### src/hdl/erm_pkg.sv
`default_nettype none

package erm_pkg;

    localparam int ECHO_W      = 16;
    localparam int DIST_W      = 14;
    localparam int CFG_W       = 16;
    localparam int APB_ADDR_W  = 3;
    localparam int APB_DATA_W  = 32;

    // floor(w * 16 / 58) = floor(8w / 29), done as (8w * ceil(2^24 / 29)) >> 24
    localparam int                  RECIP_W     = 20;
    localparam logic [RECIP_W-1:0]  RECIP       = 20'd578525;
    localparam int                  RECIP_SHIFT = 24;
    localparam int                  SCALED_W    = ECHO_W + 3;
    localparam int                  PROD_W      = SCALED_W + RECIP_W;
    localparam int                  QUOT_W      = PROD_W - RECIP_SHIFT;

    localparam logic [DIST_W-1:0]   DIST_MAX       = 14'd16383;
    localparam logic [DIST_W-1:0]   HELD_RESET     = 14'd15984;
    localparam logic [CFG_W-1:0]    MIN_ECHO_RESET = 16'd116;
    localparam logic [CFG_W-1:0]    MAX_ECHO_RESET = 16'd23200;

    localparam logic REG_MIN_ECHO = 1'b0;
    localparam logic REG_MAX_ECHO = 1'b1;

    typedef struct packed {
        logic load_in;
        logic mul;
        logic update;
        logic sort_en;
        logic sort_odd;
        logic load_out;
    } t_dp_cmd;

    typedef struct packed {
        logic last;
    } t_dp_sts;

endpackage

`default_nettype wire

### src/hdl/erm_if.sv
`default_nettype none

interface erm_in_if;
    logic                       valid;
    logic                       ready;
    logic [erm_pkg::ECHO_W-1:0] echo_width;
    logic                       echo_seen;

    modport source (output valid, output echo_width, output echo_seen, input ready);
    modport sink   (input valid, input echo_width, input echo_seen, output ready);
endinterface

interface erm_out_if;
    logic                       valid;
    logic                       ready;
    logic [erm_pkg::DIST_W-1:0] median_distance;

    modport source (output valid, output median_distance, input ready);
    modport sink   (input valid, input median_distance, output ready);
endinterface

`default_nettype wire

### src/hdl/erm_dpath.sv
`default_nettype none

module erm_dpath #(
    parameter int WINDOW_LEN = 5
) (
    input  wire logic                       i_clk,
    input  wire logic                       i_rst_n,
    input  wire erm_pkg::t_dp_cmd           i_cmd,
    output erm_pkg::t_dp_sts                o_sts,
    input  wire logic [erm_pkg::ECHO_W-1:0] i_echo_width,
    input  wire logic                       i_echo_seen,
    input  wire logic [erm_pkg::CFG_W-1:0]  i_min_echo,
    input  wire logic [erm_pkg::CFG_W-1:0]  i_max_echo,
    output logic [erm_pkg::DIST_W-1:0]      o_median
);
    import erm_pkg::*;

    localparam int FILL_W = $clog2(WINDOW_LEN);
    localparam int MID    = WINDOW_LEN / 2;

    logic [ECHO_W-1:0] r_width;
    logic              r_seen;
    logic [PROD_W-1:0] r_prod;
    logic [DIST_W-1:0] r_held, n_held;
    logic [DIST_W-1:0] r_win [WINDOW_LEN];
    logic [DIST_W-1:0] n_sorted [WINDOW_LEN];
    logic [FILL_W-1:0] r_fill;
    logic [DIST_W-1:0] r_median;
    logic [QUOT_W-1:0] quot;
    logic [DIST_W-1:0] sat_dist;
    logic              in_range;

    assign quot     = r_prod[PROD_W-1:RECIP_SHIFT];
    assign sat_dist = (quot > QUOT_W'(DIST_MAX)) ? DIST_MAX : quot[DIST_W-1:0];
    assign in_range = r_seen && (r_width >= i_min_echo) && (r_width <= i_max_echo);
    assign n_held   = in_range ? sat_dist : r_held;

    // one odd-even transposition phase, disjoint pairs
    always_comb begin
        for (int i = 0; i < WINDOW_LEN; i++) begin
            n_sorted[i] = r_win[i];
        end
        for (int i = 0; i < WINDOW_LEN - 1; i++) begin
            if ((1'(i) == i_cmd.sort_odd) && (r_win[i] > r_win[i+1])) begin
                n_sorted[i]   = r_win[i+1];
                n_sorted[i+1] = r_win[i];
            end
        end
    end

    always_ff @(posedge i_clk) begin
        if (!i_rst_n) begin
            r_held <= HELD_RESET;
            r_fill <= '0;
        end else if (i_cmd.update) begin
            r_held <= n_held;
            r_fill <= (r_fill == FILL_W'(WINDOW_LEN - 1)) ? '0 : r_fill + 1'b1;
        end
    end

    always_ff @(posedge i_clk) begin
        if (i_cmd.load_in) begin
            r_width <= i_echo_width;
            r_seen  <= i_echo_seen;
        end
        if (i_cmd.mul) begin
            r_prod <= PROD_W'({r_width, 3'b000}) * PROD_W'(RECIP);
        end
        if (i_cmd.update) begin
            r_win[0] <= n_held;
            for (int i = 1; i < WINDOW_LEN; i++) begin
                r_win[i] <= r_win[i-1];
            end
        end else if (i_cmd.sort_en) begin
            for (int i = 0; i < WINDOW_LEN; i++) begin
                r_win[i] <= n_sorted[i];
            end
        end
        if (i_cmd.load_out) begin
            r_median <= r_win[MID];
        end
    end

    assign o_sts.last = (r_fill == FILL_W'(WINDOW_LEN - 1));
    assign o_median   = r_median;

endmodule

`default_nettype wire

### src/hdl/erm_ctrl.sv
`default_nettype none

module erm_ctrl #(
    parameter int WINDOW_LEN = 5
) (
    input  wire logic             i_clk,
    input  wire logic             i_rst_n,
    input  wire logic             i_in_valid,
    output logic                  o_in_ready,
    output logic                  o_out_valid,
    input  wire logic             i_out_ready,
    input  wire erm_pkg::t_dp_sts i_sts,
    output erm_pkg::t_dp_cmd      o_cmd
);
    import erm_pkg::*;

    localparam int PH_W = $clog2(WINDOW_LEN);

    typedef enum logic [2:0] {
        S_IDLE,
        S_MUL,
        S_UPD,
        S_SORT,
        S_EMIT
    } t_state;

    t_state            r_state, n_state;
    logic [PH_W-1:0]   r_phase, n_phase;
    logic              r_out_valid, n_out_valid;
    logic              slot_free;

    assign slot_free = !r_out_valid || i_out_ready;

    always_comb begin
        n_state          = r_state;
        n_phase          = r_phase;
        o_cmd            = '0;
        o_cmd.sort_odd   = r_phase[0];
        unique case (r_state)
            S_IDLE: begin
                o_cmd.load_in = i_in_valid;
                if (i_in_valid) begin
                    n_state = S_MUL;
                end
            end
            S_MUL: begin
                o_cmd.mul = 1'b1;
                n_state   = S_UPD;
            end
            S_UPD: begin
                o_cmd.update = 1'b1;
                n_phase      = '0;
                n_state      = i_sts.last ? S_SORT : S_IDLE;
            end
            S_SORT: begin
                o_cmd.sort_en = 1'b1;
                if (r_phase == PH_W'(WINDOW_LEN - 1)) begin
                    n_state = S_EMIT;
                end else begin
                    n_phase = r_phase + 1'b1;
                end
            end
            S_EMIT: begin
                o_cmd.load_out = slot_free;
                if (slot_free) begin
                    n_state = S_IDLE;
                end
            end
            default: begin
                n_state = S_IDLE;
            end
        endcase
        if (o_cmd.load_out) begin
            n_out_valid = 1'b1;
        end else if (i_out_ready) begin
            n_out_valid = 1'b0;
        end else begin
            n_out_valid = r_out_valid;
        end
    end

    always_ff @(posedge i_clk) begin
        if (!i_rst_n) begin
            r_state     <= S_IDLE;
            r_phase     <= '0;
            r_out_valid <= 1'b0;
        end else begin
            r_state     <= n_state;
            r_phase     <= n_phase;
            r_out_valid <= n_out_valid;
        end
    end

    assign o_in_ready  = (r_state == S_IDLE);
    assign o_out_valid = r_out_valid;

endmodule

`default_nettype wire

### src/hdl/echo_range_median_filter.sv
`default_nettype none
// channel   dir  handshake      payload
// i_meas    in   valid/ready    echo_width[15:0], echo_seen
// o_med     out  valid/ready    median_distance[13:0]
// apb       in   psel/penable   paddr[2:0], pwdata[31:0], prdata[31:0]
//
// Each transaction steps through capture, reciprocal multiply and held/window
// update, one transaction at a time. Every WINDOW_LEN-th transaction adds
// WINDOW_LEN odd-even sort phases on the window registers plus an emit step.
// Output register lets the next transaction in while a median waits;
// emit stalls only if a second median is ready before the first is taken.
// Synchronous active-low reset: held distance 999 cm, limits 116/23200 us.

module echo_range_median_filter #(
    parameter int WINDOW_LEN = 5
) (
    input  wire logic                           i_clk,
    input  wire logic                           i_rst_n,
    erm_in_if.sink                              i_meas,
    erm_out_if.source                           o_med,
    input  wire logic                           psel,
    input  wire logic                           penable,
    input  wire logic                           pwrite,
    input  wire logic [erm_pkg::APB_ADDR_W-1:0] paddr,
    input  wire logic [erm_pkg::APB_DATA_W-1:0] pwdata,
    output logic [erm_pkg::APB_DATA_W-1:0]      prdata,
    output logic                                pready
);
    import erm_pkg::*;

    logic [CFG_W-1:0] r_min_echo;
    logic [CFG_W-1:0] r_max_echo;
    logic             cfg_wr;
    t_dp_cmd          cmd;
    t_dp_sts          sts;

    assign pready = 1'b1;
    assign cfg_wr = psel && penable && pwrite;

    always_ff @(posedge i_clk) begin
        if (!i_rst_n) begin
            r_min_echo <= MIN_ECHO_RESET;
            r_max_echo <= MAX_ECHO_RESET;
        end else if (cfg_wr) begin
            unique case (paddr[2])
                REG_MIN_ECHO: r_min_echo <= pwdata[CFG_W-1:0];
                REG_MAX_ECHO: r_max_echo <= pwdata[CFG_W-1:0];
                default:      r_min_echo <= r_min_echo;
            endcase
        end
    end

    always_comb begin
        unique case (paddr[2])
            REG_MIN_ECHO: prdata = APB_DATA_W'(r_min_echo);
            REG_MAX_ECHO: prdata = APB_DATA_W'(r_max_echo);
            default:      prdata = '0;
        endcase
    end

    erm_ctrl #(
        .WINDOW_LEN (WINDOW_LEN)
    ) u_ctrl (
        .i_clk       (i_clk),
        .i_rst_n     (i_rst_n),
        .i_in_valid  (i_meas.valid),
        .o_in_ready  (i_meas.ready),
        .o_out_valid (o_med.valid),
        .i_out_ready (o_med.ready),
        .i_sts       (sts),
        .o_cmd       (cmd)
    );

    erm_dpath #(
        .WINDOW_LEN (WINDOW_LEN)
    ) u_dpath (
        .i_clk        (i_clk),
        .i_rst_n      (i_rst_n),
        .i_cmd        (cmd),
        .o_sts        (sts),
        .i_echo_width (i_meas.echo_width),
        .i_echo_seen  (i_meas.echo_seen),
        .i_min_echo   (r_min_echo),
        .i_max_echo   (r_max_echo),
        .o_median     (o_med.median_distance)
    );

    a_one_at_a_time: assert property (@(posedge i_clk) disable iff (!i_rst_n)
        i_meas.valid && i_meas.ready |=> !i_meas.ready)
        else $error("transaction accepted while previous one still in flight");

    a_emit_slot_free: assert property (@(posedge i_clk) disable iff (!i_rst_n)
        cmd.load_out |-> (!o_med.valid || o_med.ready))
        else $error("median loaded over an untaken result");

    a_no_capture_in_sort: assert property (@(posedge i_clk) disable iff (!i_rst_n)
        !(cmd.load_in && (cmd.sort_en || cmd.update)))
        else $error("capture overlaps update or sort");

endmodule

`default_nettype wire

### src/flat_wrapper.sv
// flat-port wrapper written by rule: the top's interface ports become plain ports
module echo_range_median_filter_flat import erm_pkg::*;
#(
    parameter int WINDOW_LEN = 5
)
  (i_clk, i_rst_n, psel, penable, pwrite, paddr, pwdata, prdata, pready, i_meas_valid, i_meas_echo_width, i_meas_echo_seen, i_meas_ready, o_med_valid, o_med_median_distance, o_med_ready);
  erm_in_if i_meas_i ();
  erm_out_if o_med_i ();
  input  wire logic i_clk;
  input  wire logic i_rst_n;
  input  wire logic psel;
  input  wire logic penable;
  input  wire logic pwrite;
  input  wire logic [erm_pkg::APB_ADDR_W-1:0] paddr;
  input  wire logic [erm_pkg::APB_DATA_W-1:0] pwdata;
  output logic [erm_pkg::APB_DATA_W-1:0] prdata;
  output logic pready;
  input wire logic [$bits(i_meas_i.valid)-1:0] i_meas_valid;
  input wire logic [$bits(i_meas_i.echo_width)-1:0] i_meas_echo_width;
  input wire logic [$bits(i_meas_i.echo_seen)-1:0] i_meas_echo_seen;
  output wire logic [$bits(i_meas_i.ready)-1:0] i_meas_ready;
  output wire logic [$bits(o_med_i.valid)-1:0] o_med_valid;
  output wire logic [$bits(o_med_i.median_distance)-1:0] o_med_median_distance;
  input wire logic [$bits(o_med_i.ready)-1:0] o_med_ready;
  assign i_meas_i.valid = i_meas_valid;
  assign i_meas_i.echo_width = i_meas_echo_width;
  assign i_meas_i.echo_seen = i_meas_echo_seen;
  assign i_meas_ready = i_meas_i.ready;
  assign o_med_valid = o_med_i.valid;
  assign o_med_median_distance = o_med_i.median_distance;
  assign o_med_i.ready = o_med_ready;
  echo_range_median_filter #(.WINDOW_LEN(WINDOW_LEN)) u_core (.i_clk(i_clk), .i_rst_n(i_rst_n), .i_meas(i_meas_i), .o_med(o_med_i), .psel(psel), .penable(penable), .pwrite(pwrite), .paddr(paddr), .pwdata(pwdata), .prdata(prdata), .pready(pready));
endmodule
### config.mk
export PLATFORM = sky130hd
export DESIGN_NAME = echo_range_median_filter_flat
export DESIGN_NICKNAME = d
export VERILOG_FILES = /design/src/hdl/erm_pkg.sv /design/src/hdl/erm_if.sv /design/src/hdl/erm_dpath.sv /design/src/hdl/erm_ctrl.sv /design/src/hdl/echo_range_median_filter.sv /design/src/flat_wrapper.sv
export SDC_FILE = /design/constraint.sdc
export NUM_CORES = 1
export LEC_CHECK = 0
export BUFFER_PORTS_ARGS = -buffer_cell sky130_fd_sc_hd__buf_2
export CAP_MARGIN = 0
export CORE_MARGIN = 1.5
export CORE_UTILIZATION = 30
export CTS_BUF_LIST = sky130_fd_sc_hd__clkbuf_8
export DETAILED_ROUTE_END_ITERATION = 16
export GPL_TIMING_DRIVEN = 0
export PLACE_DENSITY = 0.56
export SLEW_MARGIN = 40
export SYNTH_ARGS = -nofsm -noshare
export SYNTH_HDL_FRONTEND = slang
export SYNTH_SLANG_ARGS = --single-unit
### constraint.sdc
create_clock -name i_clk -period 8 [get_ports i_clk]
set_input_delay 1.2 -clock i_clk [delete_from_list [all_inputs] [get_ports i_clk]]
set_output_delay 1.2 -clock i_clk [all_outputs]
set_load 0.005 [all_outputs]
==> qor.txt, run 1 <==
Status = finished clean
CTS tree = done
GRT overflow = 0
Initial antenna violation count = 1
Cells after Synth = 1572
Post-layout min period = 6.55 ns
Clock slew at reported path FFs = 0.10 ns
Overall routing resource usage = 0.145
Slowest cell on the critical path = fa_1
Slew Limit Fails = 0
Crit-path cells = fa_1 > inv_1 > fa_1 > inv_1 > fa_1 > fa_1 > fa_1 > inv_1 > fa_1 > inv_1 > ha_1 > nand3_1 > nor2_1 > o2111ai_1 > a311oi_1 > a21oi_1 > a211o_1
ANT nets after route = 0
DP Area = 0.0166 sq mm
Ports = 108
Met3 routed WL = 1370 um
Seq cells post-synth = 172
Crit Path Max Fanout = 10
Largest delay share family, worst path = adder cells
Wire length per cell = 15.7 um
Die width = 229 um
Fill cells = 5159
Design Area, Final = 0.0170 sq mm
Most frequent cells in the layout = inv_1, ha_1, nand2_1
Fin crit share = 0.819
Hold_buf cts = 0
Via Count = 11200
Final setup margin = 1.45 ns
Pre-antenna DRT Iters = 5
CP required = 8.25 ns
Startpoint Class = flip-flop
MaxCap Viol Count = 0
FP Rows = 82
Finish-stage setup viols = 0
Synth Flop Type = edfxtp_1
Crit-path max cell delay = 0.72 ns
Register area share after synthesis = 0.301
Clk root buf = clkbuf_8
Worst-Margin Slew = 0.777 ns
CP arrival = 6.80 ns
Fraction of registers with async set/reset = 0
Pre-CTS setup slack = 1.50 ns
Layout cell share with drive strength beyond 1 = 0.0963
Cts repair resizes = 0
Distinct cell type count after synthesis = 64
Post-route clock skew = 0.0249 ns
Hold Crit Class = flip-flop to flip-flop
CTS Buf Count = 17
GP Congestion = 0.856
Fmax = 153 MHz
Syn Area/Cell = 9.72 sq um
Max Used Layer = met4
Cell mode on critical path = fa_1
Initial DRC Count = 540
HPWL Detailed = 31200 um
Number of vias per cell = 4.73
Die Y = 229 um
Pin count of the biggest net entering global routing = 21
R2r setup slk = 1.45 ns
Post-synth EDFFs = 116
Met1 WL = 16300 um
DR DRC count = 0
Crit path buf inv count = 4
CP Capture Type = flip-flop
Critical path class = flip-flop to flip-flop
Post-CTS Repair Setup Buffers = 0
Initial Utilization = 0.305
Detail Route met2 WL = 18800 um
Layout Nets = 2081
Die area = 0.0523 sq mm
Commonest non-fill, non-tap cell in the layout = inv_1
Warnings from Yosys = 0
First-pass GRT wire length = 60400 um
Unrepaired setup endpoints after global routing = no
Slew headroom = 0.479
CTS Buffer Depth = 2
Mapped cell area = 0.0153 sq mm
Synth-to-layout area growth = 11.4%
Total Wirelength = 37100 um
Total Neg Setup Slack = 0 ns
CTS sink cnt = 172
I/O Buffers = 71
Final hold vios = 0
Clk_lat worst skew = 0.52 ns
Core area = 0.0502 sq mm
Htree depth = 4
Vias in the first global route = 11600
## cell type report
| type | instances | area [sq um] | share of cell area |
|---|---|---|---|
| multi-input cells | 1040 | 9300 | 0.547 |
| flip-flops and latches | 172 | 4600 | 0.271 |
| inverters | 315 | 1180 | 0.0695 |
| well taps | 672 | 841 | 0.0494 |
| repair buffers | 73 | 368 | 0.0216 |
| plain buffers | 60 | 300 | 0.0176 |
| clock buffers | 17 | 234 | 0.0137 |
| clock inverters | 15 | 184 | 0.0108 |
| diodes | 2 | 5.00 | 0.000294 |
## logic make-up after synthesis
kind of cell               after synthesis  share of synthesized area
adders and majority gates              343                      0.335
and+or+nand+nor                        334                     0.0984
muxes                                   31                     0.0232
xor gates and xnor gates                18                     0.0103
other                                    2                   0.000492
buffers and inverters                  375                     0.0971
AOI/OAI and AO/OA                      297                      0.134
DFF                                    172                      0.301
## synthesized netlist by cell type (5+ instances only)
master	count	area, sq um
inv_1	315	1180
ha_1	232	2900
nand2_1	177	664
edfxtp_1	116	3480
fa_1	111	2220
a21oi_1	69	345
nor2_1	57	214
dfxtp_1	56	1120
o21ai_0	50	250
clkbuf_1	37	139
o211ai_1	29	218
o221ai_1	28	245
a21o_1	26	195
a21boi_0	24	180
mux2_2	19	214
nand4_1	18	113
buf_4	17	128
nand2b_1	17	106
nand3_1	16	80.1
o2bb2ai_1	15	131
xnor2_1	14	123
nor2b_1	9	56.3
mux2i_1	8	80.1
nor3_1	8	40.0
a31oi_1	7	43.8
and2_1	7	43.8
o21a_1	7	52.6
a221oi_1	6	52.6
and3_1	6	37.5
and4_1	6	52.6
o21bai_1	5	37.5
## routing by layer
layer,vias to the layer above,track usage
li1,5509,-
met1,5453,0.182
met2,192,0.258
met3,38,0.0243
met4,0,0.0364
met5,-,0
## per-stage QoR
| step | std cells | hold slack, ns | utilization |
|---|---|---|---|
| global placement | 2330 | 0.450 | 0.329 |
| finish | 2366 | 0.473 | 0.339 |
| CTS | 2363 | 0.474 | 0.339 |
| detailed placement | 2331 | 0.460 | 0.331 |
| floorplan | 1587 | 0.439 | - |
| global route | 2364 | 0.491 | 0.339 |
## flip-flops by register name, summed over array words and instances, names as in the netlist
name / cells
u_core.u_dpath.r_win: 70
u_core.r_max_echo: 16
u_core.r_min_echo: 16
u_core.u_dpath.r_width: 16
u_core.u_dpath.r_prod: 15
u_core.u_dpath.o_median: 14
u_core.u_dpath.r_held: 14
u_core.u_ctrl.r_phase: 3
u_core.u_ctrl.r_state: 3
u_core.u_dpath.r_fill: 3
u_core.u_ctrl.o_out_valid: 1
u_core.u_dpath.r_seen: 1
## worst register-to-register path: stages (launching register included)
cell and delay, ns:
edfxtp_1 0.65, fa_1 0.72, inv_1 0.09, fa_1 0.51
inv_1 0.06, fa_1 0.54, fa_1 0.55, fa_1 0.55
inv_1 0.05, fa_1 0.54, inv_1 0.04, ha_1 0.33
nand3_1 0.19, nor2_1 0.21, o2111ai_1 0.29, a311oi_1 0.59
a21oi_1 0.16, a211o_1 0.25
## path summary, 6_finish.rpt
kind,cells after the start,end,startpoint
setup / recovery,17,u_core.u_dpath.r_prod[38],u_core.u_dpath.r_width[14]
hold / removal,2,u_core.r_min_echo[15],u_core.r_min_echo[15]
setup reg to reg,17,u_core.u_dpath.r_prod[38],u_core.u_dpath.r_width[14]
hold reg to reg,2,u_core.r_min_echo[15],u_core.r_min_echo[15]
Power of run 1 is left out: the tool's default activity adds up to more than one toggle a clock period on the data nets, which glitch-free logic cannot reach.
==> run 2: changes to the inputs <==
--- a/config.mk
+++ b/config.mk
@@ -12,7 +12,7 @@
 export CTS_BUF_LIST = sky130_fd_sc_hd__clkbuf_8
 export DETAILED_ROUTE_END_ITERATION = 16
 export GPL_TIMING_DRIVEN = 0
-export PLACE_DENSITY = 0.56
+export PLACE_DENSITY = 0.58
 export SLEW_MARGIN = 40
 export SYNTH_ARGS = -nofsm -noshare
 export SYNTH_HDL_FRONTEND = slang
==> constraint.sdc (replaced) <==
create_clock -name i_clk -period 5.4 [get_ports i_clk]
set_input_delay 0.81 -clock i_clk [delete_from_list [all_inputs] [get_ports i_clk]]
set_output_delay 0.81 -clock i_clk [all_outputs]
set_load 0.005 [all_outputs]
==> qor.txt, run 2 (synthesis gave the netlist of run 1 again) <==
Crit-path cells = fa_2 > inv_2 > fa_1 > inv_1 > fa_2 > fa_2 > fa_1 > inv_2 > fa_1 > inv_2 > ha_4 > nand3_4 > nor2_4 > nand4_1 > a311oi_2 > buf_4 > a21oi_2 > a211o_1 (was fa_1 > inv_1 > fa_1 > inv_1 > fa_1 > fa_1 > fa_1 > inv_1 > fa_1 > inv_1 > ha_1 > nand3_1 > nor2_1 > o2111ai_1 > a311oi_1 > a21oi_1 > a211o_1)
Die Y = 229 um (unchanged)
Slew headroom = 0.454 (was 0.479)
Crit path buf inv count = 5 (was 4)
CP arrival = 5.88 ns (was 6.80 ns)
Placed cells = 2331 (unchanged)
Pin count of the biggest net entering global routing = 19 (was 21)
Hold_buf cts = 0 (unchanged)
HPWL Detailed = 30800 um (was 31200 um)
Htree depth = 4 (unchanged)
Number of vias per cell = 4.70 (was 4.73)
CTS Buf Count = 17 (unchanged)
Crit Path Max Fanout = 4 (was 10)
Hold Crit Class = primary input to flip-flop (was flip-flop to flip-flop)
MaxCap Viol Count = 0 (unchanged)
Ports = 108 (unchanged)
FP Rows = 82 (unchanged)
Largest delay share family, worst path = adder cells (unchanged)
Crit-path max cell delay = 0.60 ns (was 0.72 ns)
Slew Limit Fails = 0 (unchanged)
Total Wirelength = 38000 um (was 37100 um)
I/O Buffers = 71 (unchanged)
Synth-to-layout area growth = 17.2% (was 11.4%)
Via Count = 11400 (was 11200)
Final Non-Filler Cells = 2422 (was 2366)
Overall routing resource usage = 0.150 (was 0.145)
Clk_lat worst skew = 0.52 ns (about the same)
Most frequent cells in the layout = inv_1, ha_1, nand2_1 (unchanged)
Initial antenna violation count = 2 (was 1)
DP Area = 0.0167 sq mm (was 0.0166 sq mm)
Critical path class = flip-flop to flip-flop (unchanged)
Layout Nets = 2137 (was 2081)
Post-route clock skew = 0.0195 ns (was 0.0249 ns)
CTS Buffer Depth = 2 (unchanged)
Worst-Margin Slew = 0.816 ns (was 0.777 ns)
Final hold vios = 0 (unchanged)
Reg with most FFs = u_core.u_dpath.r_win (unchanged)
Clk root buf = clkbuf_8 (unchanged)
Die area = 0.0523 sq mm (unchanged)
Commonest non-fill, non-tap cell in the layout = inv_1 (unchanged)
Clock slew at reported path FFs = 0.11 ns (was 0.10 ns)
Post-layout min period = 5.60 ns (was 6.55 ns)
CP required = 5.67 ns (was 8.25 ns)
Wire length per cell = 15.7 um (about the same)
Finish-stage setup viols = 12 (was 0)
Initial Utilization = 0.305 (unchanged)
GRT overflow = 0 (unchanged)
CTS tree = done (unchanged)
CP Capture Type = flip-flop (unchanged)
Failing checks = negative setup slack
Fmax = 178 MHz (was 153 MHz)
CTS sink cnt = 172 (unchanged)
Final setup margin = -0.204 ns (was 1.45 ns)
Slowest cell on the critical path = fa_2 (was fa_1)
Pre-antenna DRT Iters = 5 (unchanged)
Unrepaired setup endpoints after global routing = yes (was no)
Layout cell share with drive strength beyond 1 = 0.166 (was 0.0963)
ANT nets after route = 0 (unchanged)
Status = finished, violations left (was finished clean)
Startpoint Class = flip-flop (unchanged)
Core area = 0.0502 sq mm (unchanged)
Die width = 229 um (unchanged)
First-pass GRT wire length = 61800 um (was 60400 um)
Design Area, Final = 0.0179 sq mm (was 0.0170 sq mm)
Vias in the first global route = 12000 (was 11600)
Largest register FFs = 70 (unchanged)
Initial DRC Count = 676 (was 540)
DR DRC count = 0 (unchanged)
GP Congestion = 0.876 (was 0.856)
Fin crit share = 1.04 (was 0.819)
run 2: cell count changes in the layout (fill, tap and decap cells not counted), sizes merged:
cell and delta:
buf +56, clkinv -1, clkinvlp +1
run 2: stage by stage:
step / util / hold WS [ns] / TNS (ns) / setup slack, ns
after floorplan: - / 0.439 / -0.00383 / -0.00383
after global placement: 0.331 / 0.451 / -9.61 / -0.905
after detailed placement: 0.332 / 0.457 / -10.35 / -0.971
after CTS: 0.353 / 0.436 / -0.700 / -0.172
after global routing: 0.357 / 0.436 / -3.30 / -0.354
final: 0.357 / 0.469 / -1.22 / -0.204
run 2: repair_timing:
action                                  4_1_cts  5_1_grt
resized for setup                            61       31
buffers inserted                             51        7
pin swaps                                    49       40
endpoints found under the setup margin       15       15
run 2: cell type report:
class | instances | area [sq um]
flip-flops and latches | 172 | 4600
repair buffers | 129 | 821
clock inverters | 15 | 146
well taps | 672 | 841
inverters | 315 | 1180
multi-input cells | 1040 | 9770
diodes | 2 | 5.00
clock buffers | 17 | 234
plain buffers | 60 | 300
fillers | 5073 | 32300
run 2: final timing paths:
path                              startpoint                          to  slack [ns]  cells after the start
setup / recovery  u_core.u_dpath.r_width[14]   u_core.u_dpath.r_prod[38]       -0.20                     18
hold / removal         i_meas_echo_width[11]  u_core.u_dpath.r_width[11]        0.47                      1
setup reg to reg  u_core.u_dpath.r_width[14]   u_core.u_dpath.r_prod[38]       -0.20                     18
hold reg to reg         u_core.r_min_echo[7]        u_core.r_min_echo[7]        0.47                      2
run 2: routing by layer:
metal | share of wire | global-route usage
met1 | 0.44 | 0.185
met2 | 0.51 | 0.265
met3 | 0.033 | 0.0273
met4 | 0.019 | 0.0420
met5 | 0 | 0
Power of run 2 is left out for the same reason.
==> run 3: changes to the inputs <==
--- a/config.mk
+++ b/config.mk
@@ -5,6 +5,7 @@
 export SDC_FILE = /design/constraint.sdc
 export NUM_CORES = 1
 export LEC_CHECK = 0
+export ABC_AREA = 1
 export BUFFER_PORTS_ARGS = -buffer_cell sky130_fd_sc_hd__buf_2
 export CAP_MARGIN = 0
 export CORE_MARGIN = 1.5
@@ -12,7 +13,9 @@
 export CTS_BUF_LIST = sky130_fd_sc_hd__clkbuf_8
 export DETAILED_ROUTE_END_ITERATION = 16
 export GPL_TIMING_DRIVEN = 0
+export HOLD_SLACK_MARGIN = 0.12
 export PLACE_DENSITY = 0.58
+export SKIP_LAST_GASP = 1
 export SLEW_MARGIN = 40
 export SYNTH_ARGS = -nofsm -noshare
 export SYNTH_HDL_FRONTEND = slang
==> qor.txt, run 3 <==
CP required = 5.65 ns (was 5.67 ns)
Seq cells post-synth = 172 (unchanged)
CTS Buf Count = 17 (unchanged)
Slew headroom = 0.511 (was 0.454)
Post-layout min period = 5.31 ns (was 5.60 ns)
Pre-CTS setup slack = -0.469 ns (was -0.971 ns)
Synth top area share = 0.225 (was 0.228)
Pin count of the biggest net entering global routing = 19 (unchanged)
FP Rows = 83 (was 82)
HPWL Detailed = 31700 um (was 30800 um)
Layout cell share with drive strength beyond 1 = 0.140 (was 0.166)
Status = finished clean (was finished, violations left)
Startpoint Class = flip-flop (unchanged)
Worst hold endpoint = u_core.u_dpath.r_held[3] (was u_core.u_dpath.r_width[11])
CP Capture Type = flip-flop (unchanged)
Synth-to-layout area growth = 15.8% (was 17.2%)
First-pass GRT wire length = 63300 um (was 61800 um)
CTS Buffer Depth = 2 (unchanged)
Core area = 0.0512 sq mm (was 0.0502 sq mm)
Met2 Track Usage GR = 0.255 (was 0.265)
Wire length per cell = 14.8 um (was 15.7 um)
Gr busiest metal = met2 (unchanged)
R2R depth = 19 (was 18)
Layout Nets = 2378 (was 2137)
Cells after Synth = 1821 (was 1572)
Via Count = 12300 (was 11400)
Diode count = 0 (was 2)
Critical path class = flip-flop to flip-flop (unchanged)
Syn Area/Cell = 8.51 sq um (was 9.72 sq um)
Initial antenna violation count = 0 (was 2)
RR Endpoint = u_core.u_dpath.r_prod[33] (was u_core.u_dpath.r_prod[38])
Htree depth = 4 (unchanged)
Crit path buf inv count = 6 (was 5)
Fmax = 188 MHz (was 178 MHz)
Worst hold stages = 2 (was 1)
GR met1 Demand/Resource = 0.199 (was 0.185)
MaxCap Viol Count = 0 (unchanged)
Hold Crit Class = flip-flop to flip-flop (was primary input to flip-flop)
Slew Limit Fails = 0 (unchanged)
Die Y = 230 um (was 229 um)
Ports = 108 (unchanged)
Placed cells = 2591 (was 2331)
Die area = 0.0530 sq mm (was 0.0523 sq mm)
Dominant cell type by area after synthesis = edfxtp_1 (unchanged)
Number of vias per cell = 4.62 (was 4.70)
Distinct cell type count after synthesis = 43 (was 64)
Clk_lat worst skew = 0.50 ns (was 0.52 ns)
Commonest non-fill, non-tap cell in the layout = inv_1 (unchanged)
Slowest cell on the critical path = fa_1 (was fa_2)
GP Congestion = 0.871 (was 0.876)
Clock slew at reported path FFs = 0.10 ns (was 0.11 ns)
Register area share after synthesis = 0.297 (was 0.301)
Fraction of registers with async set/reset = 0 (unchanged)
CTS sink cnt = 172 (unchanged)
Initial DRC Count = 763 (was 676)
Reg-to-reg startpoint = u_core.u_dpath.r_width[11] (was u_core.u_dpath.r_width[14])
Overall routing resource usage = 0.150 (about the same)
Post-synth top cells = inv_1, nand2_1, ha_1 (was inv_1, ha_1, nand2_1)
DR DRC count = 0 (unchanged)
Reg with most FFs = u_core.u_dpath.r_win (unchanged)
GRT overflow = 0 (unchanged)
M3 GR Usage = 0.0270 (was 0.0273)
Largest register FFs = 70 (unchanged)
Worst-Margin Slew = 0.733 ns (was 0.816 ns)
Final Non-Filler Cells = 2669 (was 2422)
Die width = 230 um (was 229 um)
Crit-path cells = buf_4 > ha_4 > inv_1 > fa_1 > inv_1 > fa_1 > inv_1 > fa_1 > fa_1 > fa_1 > inv_1 > ha_4 > nand2_2 > inv_1 > a21oi_2 > o21ai_1 > a211oi_1 > nand2_1 > xor2_1 (was fa_2 > inv_2 > fa_1 > inv_1 > fa_2 > fa_2 > fa_1 > inv_2 > fa_1 > inv_2 > ha_4 > nand3_4 > nor2_4 > nand4_1 > a311oi_2 > buf_4 > a21oi_2 > a211o_1)
Final hold vios = 0 (unchanged)
Hold path startpoint = u_core.u_dpath.r_held[3] (was i_meas_echo_width[11])
ANT nets after route = 0 (unchanged)
Crit Path Max Fanout = 4 (unchanged)
Min Hold Slack = 0.483 ns (was 0.469 ns)
Final setup margin = 0.0882 ns (was -0.204 ns)
Warnings from Yosys = 0 (unchanged)
Total Wirelength = 39500 um (was 38000 um)
CTS tree = done (unchanged)
Most frequent cell after synthesis = inv_1 (unchanged)
R2r setup slk = 0.09 ns (was -0.20 ns)
CP arrival = 5.56 ns (was 5.88 ns)
Largest delay share family, worst path = adder cells (unchanged)
Most frequent cells in the layout = inv_1, nand2_1, ha_1 (was inv_1, ha_1, nand2_1)
Total Neg Setup Slack = 0 ns (was -1.22 ns)
Pre-antenna DRT Iters = 5 (unchanged)
Crit-path max cell delay = 0.56 ns (was 0.60 ns)
Unrepaired setup endpoints after global routing = yes (unchanged)
Finish-stage setup viols = 0 (was 12)
Vias in the first global route = 12100 (was 12000)
Mapped cell area = 0.0155 sq mm (was 0.0153 sq mm)
Post-synth EDFFs = 116 (unchanged)
I/O Buffers = 70 (was 71)
Clk root buf = clkbuf_8 (unchanged)
Synth top area cells = edfxtp_1, ha_1, fa_1 (unchanged)
Initial Utilization = 0.303 (was 0.305)
Fin crit share = 0.984 (was 1.04)
Synth Flop Type = edfxtp_1 (unchanged)
Post-route clock skew = 0.0195 ns (about the same)
-- run 3: cell count changes after synthesis, moves of 37 or more --
cell and change:
o21ai_0 +71, inv_1 +82, nand2_1 +162, nand3_1 +44, a21oi_1 +37, nor2_1 +53
-- run 3: cells by family after synthesis --
family | Yosys count | synth area share
DFF | 172 | 0.297
and+or+nand+nor | 574 | 0.155
buffers and inverters | 452 | 0.116
AOI/OAI and AO/OA | 265 | 0.0927
other | 2 | 0.000485
xor gates and xnor gates | 13 | 0.00735
adders and majority gates | 343 | 0.331
-- run 3: cell type report --
class / instances / area, sq um
well taps: 680 / 851
fillers: 5286 / 33300
clock inverters: 15 / 149
multi-input cells: 1212 / 9540
flip-flops and latches: 172 / 4600
clock buffers: 17 / 234
inverters: 401 / 1510
plain buffers: 51 / 292
repair buffers: 121 / 767
-- run 3: repair_timing --
action | 4_1_cts | 5_1_grt
hold endpoints to repair | 0 | 0
hold buffers | 0 | 0
buffers inserted | 26 | 20
resized for setup | 19 | 79
setup endpoints to repair | 15 | 15
pin swaps | 6 | 42
-- run 3: tightest hold or removal path: stages (launching register included) --
cell and delay [ns]:
dfxtp_1 0.31, inv_1 0.05, o21ai_0 0.07
-- run 3: layer usage --
layer,up-vias,part of all wire
li1,6132,-
met3,45,0.039
met1,5894,0.46
met5,-,0
met2,254,0.49
met4,0,0.018
-- run 3: metrics by stage --
step | area [sq um] | util
final | 17900 | 0.350
after global routing | 17900 | 0.350
after CTS | 17500 | 0.341
after detailed placement | 16800 | 0.329
after global placement | 16700 | 0.327
after floorplan | 15500 | -
-- run 3: how the worst max path moves through the flow --
stage	to	from	slack, ns	cells past startpoint
floorplan	u_core.u_dpath.r_prod[33]	u_core.u_dpath.r_width[13]	0.07	18
finish	u_core.u_dpath.r_prod[33]	u_core.u_dpath.r_width[11]	0.09	19
CTS	u_core.u_dpath.r_prod[33]	u_core.u_dpath.r_width[12]	-0.05	19
global route	u_core.u_dpath.r_prod[34]	u_core.u_dpath.r_width[13]	-0.07	21
detailed placement	u_core.u_dpath.r_prod[33]	u_core.u_dpath.r_width[14]	-0.47	18
global placement	u_core.u_dpath.r_prod[33]	u_core.u_dpath.r_width[14]	-0.49	18
Power of run 3 is left out for the same reason.
